### src/rtl/rrcc_pkg.sv
package rrcc_pkg;

    // Width of one bound inside a window register.
    localparam int unsigned WIN_FIELD_BITS = 10;
    localparam int unsigned WIN_REG_BITS   = 6 * WIN_FIELD_BITS;
    localparam int unsigned LEVEL_OUT_BITS = 10;
    localparam int unsigned CUTOFF_BITS    = 10;
    localparam int unsigned CFG_IDX_BITS   = 3;

    // Readings whose difference does not exceed this margin count as zero.
    localparam int unsigned NO_COLOR_MARGIN = 3;
    // All three levels at or below this limit mean no surface color.
    localparam int unsigned NO_COLOR_LIMIT  = 10;

    // Result class codes.
    localparam logic [2:0] CLS_NONE    = 3'd0;
    localparam logic [2:0] CLS_BLACK   = 3'd1;
    localparam logic [2:0] CLS_BLUE    = 3'd2;
    localparam logic [2:0] CLS_GREEN   = 3'd3;
    localparam logic [2:0] CLS_YELLOW  = 3'd4;
    localparam logic [2:0] CLS_RED     = 3'd5;
    localparam logic [2:0] CLS_WHITE   = 3'd6;
    localparam logic [2:0] CLS_UNKNOWN = 3'd7;

    // Configuration register indexes.
    localparam logic [CFG_IDX_BITS-1:0] CFG_BLACK_WINDOW  = 3'd0;
    localparam logic [CFG_IDX_BITS-1:0] CFG_BLUE_WINDOW   = 3'd1;
    localparam logic [CFG_IDX_BITS-1:0] CFG_GREEN_WINDOW  = 3'd2;
    localparam logic [CFG_IDX_BITS-1:0] CFG_RED_WINDOW    = 3'd3;
    localparam logic [CFG_IDX_BITS-1:0] CFG_WHITE_WINDOW  = 3'd4;
    localparam logic [CFG_IDX_BITS-1:0] CFG_YELLOW_WINDOW = 3'd5;
    localparam logic [CFG_IDX_BITS-1:0] CFG_DARK_CUTOFF   = 3'd6;

    // One window register; red minimum sits at bit 0.
    typedef struct packed {
        logic [WIN_FIELD_BITS-1:0] blue_max;
        logic [WIN_FIELD_BITS-1:0] green_max;
        logic [WIN_FIELD_BITS-1:0] red_max;
        logic [WIN_FIELD_BITS-1:0] blue_min;
        logic [WIN_FIELD_BITS-1:0] green_min;
        logic [WIN_FIELD_BITS-1:0] red_min;
    } window_t;

    // The full set of classification settings.
    typedef struct packed {
        window_t                black;
        window_t                blue;
        window_t                green;
        window_t                red;
        window_t                white;
        window_t                yellow;
        logic [CUTOFF_BITS-1:0] dark_cutoff;
    } class_cfg_t;

endpackage

### src/rtl/rrcc_classify.sv
module rrcc_classify
    import rrcc_pkg::*;
#(
    parameter int unsigned SAMPLE_BITS = 10
) (
    input  logic [SAMPLE_BITS-1:0]    red_lit,
    input  logic [SAMPLE_BITS-1:0]    red_unlit,
    input  logic [SAMPLE_BITS-1:0]    green_lit,
    input  logic [SAMPLE_BITS-1:0]    green_unlit,
    input  logic [SAMPLE_BITS-1:0]    blue_lit,
    input  logic [SAMPLE_BITS-1:0]    blue_unlit,
    input  class_cfg_t                cfg,
    output logic [2:0]                color_class,
    output logic                      is_dark,
    output logic [LEVEL_OUT_BITS-1:0] red_level,
    output logic [LEVEL_OUT_BITS-1:0] green_level,
    output logic [LEVEL_OUT_BITS-1:0] blue_level
);

    // Comparisons run at the wider of the sample and window field widths.
    localparam int unsigned CMP_W =
        (SAMPLE_BITS > WIN_FIELD_BITS) ? SAMPLE_BITS : WIN_FIELD_BITS;

    logic [CMP_W-1:0] red_lvl;
    logic [CMP_W-1:0] green_lvl;
    logic [CMP_W-1:0] blue_lvl;
    logic             all_low;

    // Lit minus dark, with the margin removed and negatives clamped to zero.
    function automatic logic [CMP_W-1:0] level_of(
        input logic [SAMPLE_BITS-1:0] lit,
        input logic [SAMPLE_BITS-1:0] unlit
    );
        logic [SAMPLE_BITS:0] diff;
        logic [SAMPLE_BITS:0] margin;
        logic [SAMPLE_BITS:0] res;
        diff   = {1'b0, lit} - {1'b0, unlit};
        margin = (SAMPLE_BITS+1)'(NO_COLOR_MARGIN);
        if (diff[SAMPLE_BITS] || (diff <= margin)) begin
            res = '0;
        end else begin
            res = diff - margin;
        end
        return CMP_W'(res[SAMPLE_BITS-1:0]);
    endfunction

    // All three levels lie inside a window, bounds inclusive.
    function automatic logic inside_win(
        input window_t          w,
        input logic [CMP_W-1:0] r,
        input logic [CMP_W-1:0] g,
        input logic [CMP_W-1:0] b
    );
        return (r >= CMP_W'(w.red_min))   && (r <= CMP_W'(w.red_max))   &&
               (g >= CMP_W'(w.green_min)) && (g <= CMP_W'(w.green_max)) &&
               (b >= CMP_W'(w.blue_min))  && (b <= CMP_W'(w.blue_max));
    endfunction

    assign red_lvl   = level_of(red_lit, red_unlit);
    assign green_lvl = level_of(green_lit, green_unlit);
    assign blue_lvl  = level_of(blue_lit, blue_unlit);

    assign all_low = (red_lvl <= CMP_W'(NO_COLOR_LIMIT)) &&
                     (green_lvl <= CMP_W'(NO_COLOR_LIMIT)) &&
                     (blue_lvl <= CMP_W'(NO_COLOR_LIMIT));

    // Fixed priority classification; the first match wins.
    always_comb begin
        priority if (all_low) begin
            color_class = CLS_NONE;
        end else if (inside_win(cfg.black, red_lvl, green_lvl, blue_lvl)) begin
            color_class = CLS_BLACK;
        end else if (inside_win(cfg.blue, red_lvl, green_lvl, blue_lvl) &&
                     (blue_lvl > red_lvl) && (blue_lvl > green_lvl)) begin
            color_class = CLS_BLUE;
        end else if (inside_win(cfg.green, red_lvl, green_lvl, blue_lvl) &&
                     (green_lvl > red_lvl) && (green_lvl > blue_lvl)) begin
            color_class = CLS_GREEN;
        end else if (inside_win(cfg.red, red_lvl, green_lvl, blue_lvl) &&
                     (red_lvl > green_lvl) && (red_lvl > blue_lvl)) begin
            color_class = CLS_RED;
        end else if (inside_win(cfg.white, red_lvl, green_lvl, blue_lvl)) begin
            color_class = CLS_WHITE;
        end else if (inside_win(cfg.yellow, red_lvl, green_lvl, blue_lvl)) begin
            color_class = CLS_YELLOW;
        end else begin
            color_class = CLS_UNKNOWN;
        end
    end

    // The dark flag uses the full red level.
    assign is_dark = (red_lvl <= CMP_W'(cfg.dark_cutoff));

    // Reported levels keep their low bits only.
    assign red_level   = red_lvl[LEVEL_OUT_BITS-1:0];
    assign green_level = green_lvl[LEVEL_OUT_BITS-1:0];
    assign blue_level  = blue_lvl[LEVEL_OUT_BITS-1:0];

endmodule

### src/rtl/rgb_reflectance_color_classifier_top.sv
// RGB reflectance color classifier.
//
// The input channel (s_valid/s_ready) carries one word of six photodiode
// readings: red, green and blue, each with its LED lit and dark. The result
// channel (m_valid/m_ready) returns one word per input word: the color
// class, a dark flag and the three corrected levels, in input order.
// Window and cutoff registers are loaded through cfg_wr_en, cfg_index and
// cfg_wdata; a write takes effect at the clock edge and should be done
// while no word is in flight.
//
// From input acceptance to m_valid, a word passes the input register and
// then the result register, which loads the level and classification
// result. Throughput is one word per cycle while m_ready stays high, set
// by the single pass through that logic. A stalled receiver holds the
// result register; the input register keeps filling until it is also
// occupied, after which s_ready drops. Synchronous reset (aresetn low)
// empties both stages and clears all configuration registers to zero.
module rgb_reflectance_color_classifier_top
    import rrcc_pkg::*;
#(
    parameter int unsigned SAMPLE_BITS = 10
) (
    input  logic                      aclk,
    input  logic                      aresetn,
    input  logic                      s_valid,
    output logic                      s_ready,
    input  logic [SAMPLE_BITS-1:0]    s_red_lit,
    input  logic [SAMPLE_BITS-1:0]    s_red_unlit,
    input  logic [SAMPLE_BITS-1:0]    s_green_lit,
    input  logic [SAMPLE_BITS-1:0]    s_green_unlit,
    input  logic [SAMPLE_BITS-1:0]    s_blue_lit,
    input  logic [SAMPLE_BITS-1:0]    s_blue_unlit,
    output logic                      m_valid,
    input  logic                      m_ready,
    output logic [2:0]                m_color_class,
    output logic                      m_is_dark,
    output logic [LEVEL_OUT_BITS-1:0] m_red_level,
    output logic [LEVEL_OUT_BITS-1:0] m_green_level,
    output logic [LEVEL_OUT_BITS-1:0] m_blue_level,
    input  logic                      cfg_wr_en,
    input  logic [CFG_IDX_BITS-1:0]   cfg_index,
    input  logic [WIN_REG_BITS-1:0]   cfg_wdata
);

    class_cfg_t cfg_reg;

    logic                   in_vld_reg;
    logic [SAMPLE_BITS-1:0] red_lit_reg;
    logic [SAMPLE_BITS-1:0] red_unlit_reg;
    logic [SAMPLE_BITS-1:0] green_lit_reg;
    logic [SAMPLE_BITS-1:0] green_unlit_reg;
    logic [SAMPLE_BITS-1:0] blue_lit_reg;
    logic [SAMPLE_BITS-1:0] blue_unlit_reg;
    logic                   in_ready;

    logic                      out_vld_reg;
    logic [2:0]                class_reg;
    logic                      dark_reg;
    logic [LEVEL_OUT_BITS-1:0] red_level_reg;
    logic [LEVEL_OUT_BITS-1:0] green_level_reg;
    logic [LEVEL_OUT_BITS-1:0] blue_level_reg;
    logic                      out_ready;

    logic [2:0]                class_next;
    logic                      dark_next;
    logic [LEVEL_OUT_BITS-1:0] red_level_next;
    logic [LEVEL_OUT_BITS-1:0] green_level_next;
    logic [LEVEL_OUT_BITS-1:0] blue_level_next;

    // Configuration registers; an unused index writes nothing.
    always_ff @(posedge aclk) begin
        if (!aresetn) begin
            cfg_reg <= '0;
        end else if (cfg_wr_en) begin
            unique case (cfg_index)
                CFG_BLACK_WINDOW:  cfg_reg.black       <= window_t'(cfg_wdata);
                CFG_BLUE_WINDOW:   cfg_reg.blue        <= window_t'(cfg_wdata);
                CFG_GREEN_WINDOW:  cfg_reg.green       <= window_t'(cfg_wdata);
                CFG_RED_WINDOW:    cfg_reg.red         <= window_t'(cfg_wdata);
                CFG_WHITE_WINDOW:  cfg_reg.white       <= window_t'(cfg_wdata);
                CFG_YELLOW_WINDOW: cfg_reg.yellow      <= window_t'(cfg_wdata);
                CFG_DARK_CUTOFF:   cfg_reg.dark_cutoff <= cfg_wdata[CUTOFF_BITS-1:0];
                default: begin
                end
            endcase
        end
    end

    // Each stage may load when it is empty or its word moves on this cycle.
    assign out_ready = !out_vld_reg || m_ready;
    assign in_ready  = !in_vld_reg || out_ready;
    assign s_ready   = in_ready;

    // Stage valid bits.
    always_ff @(posedge aclk) begin
        if (!aresetn) begin
            in_vld_reg  <= 1'b0;
            out_vld_reg <= 1'b0;
        end else begin
            if (in_ready) begin
                in_vld_reg <= s_valid;
            end
            if (out_ready) begin
                out_vld_reg <= in_vld_reg;
            end
        end
    end

    // Input register.
    always_ff @(posedge aclk) begin
        if (s_valid && in_ready) begin
            red_lit_reg     <= s_red_lit;
            red_unlit_reg   <= s_red_unlit;
            green_lit_reg   <= s_green_lit;
            green_unlit_reg <= s_green_unlit;
            blue_lit_reg    <= s_blue_lit;
            blue_unlit_reg  <= s_blue_unlit;
        end
    end

    rrcc_classify #(
        .SAMPLE_BITS (SAMPLE_BITS)
    ) u_classify (
        .red_lit     (red_lit_reg),
        .red_unlit   (red_unlit_reg),
        .green_lit   (green_lit_reg),
        .green_unlit (green_unlit_reg),
        .blue_lit    (blue_lit_reg),
        .blue_unlit  (blue_unlit_reg),
        .cfg         (cfg_reg),
        .color_class (class_next),
        .is_dark     (dark_next),
        .red_level   (red_level_next),
        .green_level (green_level_next),
        .blue_level  (blue_level_next)
    );

    // Result register.
    always_ff @(posedge aclk) begin
        if (in_vld_reg && out_ready) begin
            class_reg       <= class_next;
            dark_reg        <= dark_next;
            red_level_reg   <= red_level_next;
            green_level_reg <= green_level_next;
            blue_level_reg  <= blue_level_next;
        end
    end

    assign m_valid       = out_vld_reg;
    assign m_color_class = class_reg;
    assign m_is_dark     = dark_reg;
    assign m_red_level   = red_level_reg;
    assign m_green_level = green_level_reg;
    assign m_blue_level  = blue_level_reg;

    // A word in the input stage always advances when the result side frees.
    assert property (@(posedge aclk) disable iff (!aresetn)
        in_vld_reg && out_ready |=> out_vld_reg)
        else $error("input stage word did not reach the result register");

    // An accepted word always lands in the input stage.
    assert property (@(posedge aclk) disable iff (!aresetn)
        s_valid && s_ready |=> in_vld_reg)
        else $error("accepted word lost at the input stage");

    // No color is reported only for three low levels.
    assert property (@(posedge aclk) disable iff (!aresetn)
        m_valid && (m_color_class == CLS_NONE) |->
            (m_red_level <= LEVEL_OUT_BITS'(NO_COLOR_LIMIT)) &&
            (m_green_level <= LEVEL_OUT_BITS'(NO_COLOR_LIMIT)) &&
            (m_blue_level <= LEVEL_OUT_BITS'(NO_COLOR_LIMIT)))
        else $error("no color class with a high level");

    // Blue needs a strictly dominant blue level, checked when reported levels keep every bit.
    assert property (@(posedge aclk) disable iff (!aresetn)
        m_valid && (m_color_class == CLS_BLUE) |->
            (SAMPLE_BITS > LEVEL_OUT_BITS) ||
            ((m_blue_level > m_red_level) && (m_blue_level > m_green_level)))
        else $error("blue class without dominant blue level");

endmodule

### config.mk
export PLATFORM = sky130hd
export DESIGN_NAME = rgb_reflectance_color_classifier_top
export DESIGN_NICKNAME = d
export VERILOG_FILES = /design/src/rtl/rrcc_pkg.sv /design/src/rtl/rrcc_classify.sv /design/src/rtl/rgb_reflectance_color_classifier_top.sv
export SDC_FILE = /design/constraint.sdc
export NUM_CORES = 1
export LEC_CHECK = 0
export BUFFER_PORTS_ARGS = -buffer_cell sky130_fd_sc_hd__buf_4
export CORE_MARGIN = 2
export CORE_UTILIZATION = 45
export DETAILED_ROUTE_END_ITERATION = 8
export SETUP_SLACK_MARGIN = 0.2
export SLEW_MARGIN = 40
export SYNTH_ARGS = -nofsm -noshare
export SYNTH_HDL_FRONTEND = slang
export SYNTH_SLANG_ARGS = --single-unit
export TNS_END_PERCENT = 30
### constraint.sdc
create_clock -name aclk -period 5.7 [get_ports aclk]
set_input_delay 0.855 -clock aclk [delete_from_list [all_inputs] [get_ports aclk]]
set_output_delay 0.855 -clock aclk [all_outputs]
set_load 0.05 [all_outputs]
==> run metrics, run 1 <==
CP required=6.08 ns; TNS Setup=0 ns; Placed Cells=4,388; Ys Warns=0; slowest CP cell=a2111o_1; clk_skew=0.02388 ns; Fillers=5,937; insertion delay to the later sink of the worst-skew pair=0.62 ns; crit end category=flip-flop; syn_nets=3,973; r2r worst-path depth=25; sequential fraction of the synthesis area=35.76%; DP HPWL=65.72 mm; final worst-path cycle share=93.11%; cell mode on critical path=buf_4; Area Growth Syn to Fin=16.96%; Rows=92; Yosys cell types=88; Yosys reg bits=466; crit start category=flip-flop; Hold Vio Cnt, Final=0; Slew headroom=42.42%; top post-synthesis cells by area=dfxtp_1, ha_1, nand2_1; CTS tree=yes; die height=256.6 um; Reg area=10,270 um2; slowest stage delay, CP=0.45 ns; Min-Delay Path Class=primary input to flip-flop; drt total wl=91.50 mm; Min-Delay Path Depth=1; most frequent cells in the layout=nand2_1, ha_1, inv_1; fmax=188.4 MHz; initial antenna violation count=5; First-pass DRT Iterations=5; Pwr Density=318.7 nW/um2; Primary FF master, synth=dfxtp_1; vias in the first global route=23.97k; share of the synthesized area in the top cell type=25.93%; routed length per placed instance=20.31 um; RSZ-0062 raised after global routing=yes; CP Max Fanout=6; kind of critical path=flip-flop to flip-flop; final setup violating endpoints=0; status=complete, no violations; final antenna-violating net count=0; layout cells sized above 1=11.72%; Buf+Inv Stages, Crit Path=6; Total Power=10,700 uW; H-tree depth=2; r2r setup slk=0.39 ns; fin. max-slew vios=0; Starting Density=45.52%; post-route insts no fill=4,506; Max IR drop VDD=0.2611 mV; CTS Sinks=466; Syn Area/Cell=8.423 um2; cell taking the most area after synthesis=dfxtp_1; die width=256.6 um; multi-input logic area=16,720 um2; WP depth=25; via count=24.33k; Worst Path Arrival=5.69 ns; Final min period=5.307 ns; Cells after Synth=3,409; Async SR Flop Fraction=0%; max FFs per register=370; clk slew on worst S/H paths=0.06 ns; slew at the pin with the worst max-slew slack=0.8606 ns; PortBufs=163; number of synthesized flops with an enable pin=94; CP top delay family=compound AO/OA/AOI/OAI gates; DR iter-0 viols=1,708; net count reported at finish=4,178; first-pass GRT wire length=139.7 mm; leak pwr=0.01313 uW; drt drc=0; Clock Tree Root=clkbuf_16; synthesized cell area=28,720 um2; GR Util All Layers=27.35%; gp weighted congestion=0.9202; Core Area=63,080 um2; reg2reg end=m_color_class[0]; Max-cap violations=0; CP Launch Point=blue_lit_reg[0]; most common cell after layout, fill and taps aside=nand2_1; CTS Buf Count=56; largest net degree at the start of global routing=151; clock buffer depth=3; critical path endpoint=m_color_class[0]; Die ar.=65,850 um2; Vias/cell=5.399; GRT overflow=0; FF-to-FF Start=blue_lit_reg[0]; # IOs=164
==> area by class of cell <==
type / count / area share, %
sequential: 466 / 30.58
multi-input combinational: 2409 / 49.78
antenna: 1 / 0.007451
clock buffer: 72 / 4.538
tap: 846 / 3.152
timing repair buffer: 271 / 6.486
inverter: 410 / 4.616
clock inverter: 31 / 0.8382
==> worst min-delay path by stage <==
stage / startpoint / end / slack [ns]
floorplan: cfg_reg[101] / cfg_reg[101] / 0.44
global placement: cfg_reg[256] / cfg_reg[256] / 0.45
global route: s_red_lit[7] / red_lit_reg[7] / 0.37
finish: s_blue_unlit[4] / blue_unlit_reg[4] / 0.40
CTS: s_red_unlit[4] / red_unlit_reg[4] / 0.37
detailed placement: cfg_reg[1] / cfg_reg[1] / 0.46
==> metal layers <==
metal / share of wire, % / global-route usage [%]
met1: 45 / 36.59
met2: 45 / 44.29
met3: 6.3 / 4.626
met4: 3.7 / 9.981
met5: 0.038 / 0
==> where the power goes <==
part,internal [uW],leakage [uW],switching (uW),total (uW)
clock,2100,0.000890,1480,3580
combinational,1470,0.00832,2120,3590
sequential,3490,0.00392,50.1,3540
total,7050,0.0131,3650,10700
==> stage by stage <==
| step | setup slack [ns] | hold slack, ns | util (%) | instance area [um2] |
|---|---|---|---|---|
| after detailed placement | -0.1918 | 0.4573 | 49.85 | 31440 |
| final | 0.3929 | 0.4038 | 53.24 | 33580 |
| after global routing | 0.1844 | 0.3738 | 53.24 | 33580 |
| after CTS | 0.1820 | 0.3700 | 52.77 | 33290 |
| after floorplan | 0.6249 | 0.4435 | - | 28720 |
| after global placement | -0.1988 | 0.4506 | 49.67 | 31340 |
==> kinds of logic after synthesis <==
kind of cell / Yosys count / synth area share, %
AND/OR/NAND/NOR: 1128 / 16.85
AO/OA/AOI/OAI: 804 / 19.88
buffers and inverters: 534 / 7.002
flip-flops: 466 / 35.76
adder cells (fa/ha/maj): 436 / 19.08
XOR/XNOR: 38 / 1.312
multiplexers: 3 / 0.1089
==> timing repair <==
item	in CTS	in global routing
setup buffers	2	11
setup endpoints to repair	3	3
pin swaps	0	8
cloned	0	0
gates resized for setup	6	38
hold buffers	0	0
==> cell usage after synthesis (39+ instances only) <==
cell type and number:
dfxtp_1 372, inv_1 410, o21a_1 39, edfxtp_1 94, clkbuf_1 121, nand2_1 821
o21ai_0 77, ha_1 433, nor2_1 65, a21boi_0 375, a21o_1 67, a21oi_1 102
No activity file was read; power rests on OpenSTA's default activity.
==> run 2, diff against run 1 <==
- SYNTH_HIERARCHICAL: not set -> 1
==> run 2 against run 1 <==
Against the previous run:
- non-clock buffer count is 12 higher
- critical path type unchanged
- worst hold slack better by 0.014 ns
- via count is 6.7% lower
- critical endpoint is now m_color_class[0]
- critical path depth is 1 lower
- cell count is 6.6% lower
- first-iteration DRC count is 33% lower
==> run metrics, run 2 <==
Total Power=10,850 uW (+1.4%); diode count=0 (-1); Worst Path Arrival=5.66 ns (-0.03 ns); clk_skew=0.01870 ns (-0.005182 ns); crit end category=flip-flop; global routing usage on met3=3.891% (-0.74 points); layout cells sized above 1=14.12% (+2.4 points); multi-input logic area=16,740 um2 (+0.14%); most common cell after layout, fill and taps aside=nand2_1; vias in the first global route=23.45k (-2.1%); Min-Delay Path Class=primary input to flip-flop; routed length per placed instance=19.44 um (-4.3%); CTS tree=yes; Max-cap violations=0 (unchanged); crit start category=flip-flop; H-tree depth=2 (unchanged); First-pass DRT Iterations=5 (unchanged); grt peak-use layer=met2; final antenna-violating net count=0 (unchanged); synthesized cell area=28,900 um2 (+0.66%); slew at the pin with the worst max-slew slack=0.8616 ns (+0.001018 ns); # IOs=164 (unchanged); Slew headroom=42.56% (+0.14 points); Rows=92 (unchanged); DR iter-0 viols=1,144 (-33%); most frequent cells in the layout=nand2_1, ha_1, inv_1; Max IR drop VDD=0.2375 mV (-9.0%); Hold Vio Cnt, Final=0 (unchanged); CP required=6.04 ns (-0.04 ns); Fillers=5,788 (-2.5%); Fin Hold WS=0.4179 ns (+0.01413 ns); Async SR Flop Fraction=0% (unchanged); drt drc=0 (unchanged); first-pass GRT wire length=127.3 mm (-8.9%); Vias/cell=5.393 (-0.11%); final setup violating endpoints=0 (unchanged); CTS Sinks=466 (unchanged); max FFs per register=370 (unchanged); Yosys reg bits=466 (unchanged); fmax=187.9 MHz (-0.27%); kind of critical path=flip-flop to flip-flop; Syn Area/Cell=9.387 um2 (+11%); status=complete, no violations; Final min period=5.322 ns (+0.01459 ns); die height=257.4 um (+0.32%); DP HPWL=58.64 mm (-11%); Pwr Density=320.6 nW/um2 (+0.60%); met1 Track Usage GR=30.35% (-6.2 points); Reg area=10,270 um2 (unchanged); fin. max-slew vios=0 (unchanged); Clock Tree Root=clkbuf_16; largest net degree at the start of global routing=126 (-17%); GR Util All Layers=24.25% (-3.1 points); top post-synthesis cells by area=dfxtp_1, ha_1, mux2i_1; CP Max Fanout=12 (+6); Primary FF master, synth=dfxtp_1; Yosys cell types=98 (+11%); drt total wl=81.83 mm (-11%); Core Area=63,310 um2 (+0.36%); final worst-path cycle share=93.36% (+0.26 points); number of synthesized flops with an enable pin=94 (unchanged); syn_nets=3,643 (-8.3%); gp weighted congestion=0.9058 (-1.6%); TNS Setup=0 ns (unchanged); most frequent cell after synthesis=nand2_1; net count reported at finish=3,886 (-7.0%); cell taking the most area after synthesis=dfxtp_1; GRT overflow=0 (unchanged); global-route track usage on met2=41.85% (-2.4 points); die width=257.4 um (+0.32%); Starting Density=45.65% (+0.13 points); CTS Buf Count=54 (-3.6%); RSZ-0062 raised after global routing=no; share of the synthesized area in the top cell type=25.77% (-0.17 points); Die ar.=66,280 um2 (+0.65%); initial antenna violation count=1 (-4); Ys Warns=6 (+6); Area Growth Syn to Fin=17.07% (about the same); clk slew on worst S/H paths=0.07 ns (about the same); Synth top cells by count=nand2_1, ha_1, inv_1, mux2i_1, dfxtp_1; leak pwr=0.01563 uW (+19%); Cells after Synth=3,079 (-9.7%); sequential fraction of the synthesis area=35.53% (-0.23 points); via count=22.70k (-6.7%); clock buffer depth=3 (unchanged); PortBufs=163 (unchanged); insertion delay to the later sink of the worst-skew pair=0.61 ns (about the same)
[run 2: changes by cell type in the layout (fill, tap and decap cells not counted), moves of 10 or more]
cell	change
inv_1	+19
nand2_1	-312
nor2b_1	-10
o21a_1	-13
a21boi_0	-372
buf_4	+11
mux2i_1	+372
nor3_1	-13
[run 2: area by class of cell]
cell class              count  share of cell area, %
inverters                 429                  4.792
flip-flops and latches    466                  30.35
well taps                 846                  3.128
clock inverters            27                 0.9909
repair buffers            283                  6.626
clock buffers              71                  4.633
multi-input cells        2088                  49.48
[run 2: layer usage]
metal	vias to the layer above	routed length, um
li1	11140	-
met1	10900	36110
met2	492	39160
met3	171	3333
met4	0	3232
met5	-	0
[run 2: worst max-delay path, cell delays in order, from the launching register on]
cell      delay, ns
edfxtp_1       0.36
inv_1          0.06
ha_1           0.15
inv_1          0.05
fa_2           0.39
a211oi_4       0.32
or4b_4         0.18
nand3_2        0.12
nand2b_4       0.19
nor3_4         0.24
a41oi_4        0.21
buf_4          0.21
nand2_1        0.14
inv_1          0.09
buf_4          0.22
ha_1           0.31
o21ai_0        0.21
o21bai_1       0.09
a21oi_1        0.15
o21a_1         0.12
a32oi_1        0.08
or4b_2         0.68
a21boi_1       0.16
o31ai_1        0.25
a21oi_1        0.07
[run 2: kinds of logic after synthesis]
family                     count (synthesis)  synth area share (%)
AOI/OAI and AO/OA                        444                 10.68
xor gates and xnor gates                  34                 1.082
adders and majority gates                436                 18.95
buffers and inverters                    526                 8.203
DFF                                      466                 35.53
muxes                                    374                 12.95
and+or+nand+nor                          799                 12.60
[run 2: path summary, 6_finish.rpt]
path | cells after the start | end | from | slack, ns
setup / recovery | 24 | m_color_class[0] | blue_lit_reg[0] | 0.38
hold / removal | 1 | green_lit_reg[6] | s_green_lit[6] | 0.42
setup reg to reg | 24 | m_color_class[0] | blue_lit_reg[0] | 0.38
hold reg to reg | 2 | cfg_reg[342] | cfg_reg[342] | 0.46
[run 2: stage by stage]
step	util (%)	area, um2	std cells	worst slack (ns)
3_5_place_dp	49.24	31170	4072	-0.08468
3_3_place_gp	49.14	31110	4069	-0.2228
2_1_floorplan	-	28900	3079	0.2889
6_report	53.45	33840	4210	0.3783
4_1_cts	52.51	33250	4183	0.1863
5_1_grt	53.45	33840	4210	0.1289
[run 2: power by group]
| part | switching, uW | internal, uW | leakage [uW] |
|---|---|---|---|
| combinational | 2140 | 1470 | 0.0108 |
| sequential | 46.4 | 3490 | 0.00391 |
| clock | 1460 | 2250 | 0.000944 |
[run 2: timing repair]
| action | 4_1_cts | 5_1_grt |
|---|---|---|
| buffers inserted | 13 | 26 |
| pin swaps | 3 | 25 |
| endpoints found under the hold margin | 0 | 0 |
| gates cloned | 0 | 1 |
| hold buffers | 0 | 0 |
| gates resized for setup | 12 | 78 |
| setup endpoints to repair | 3 | 3 |
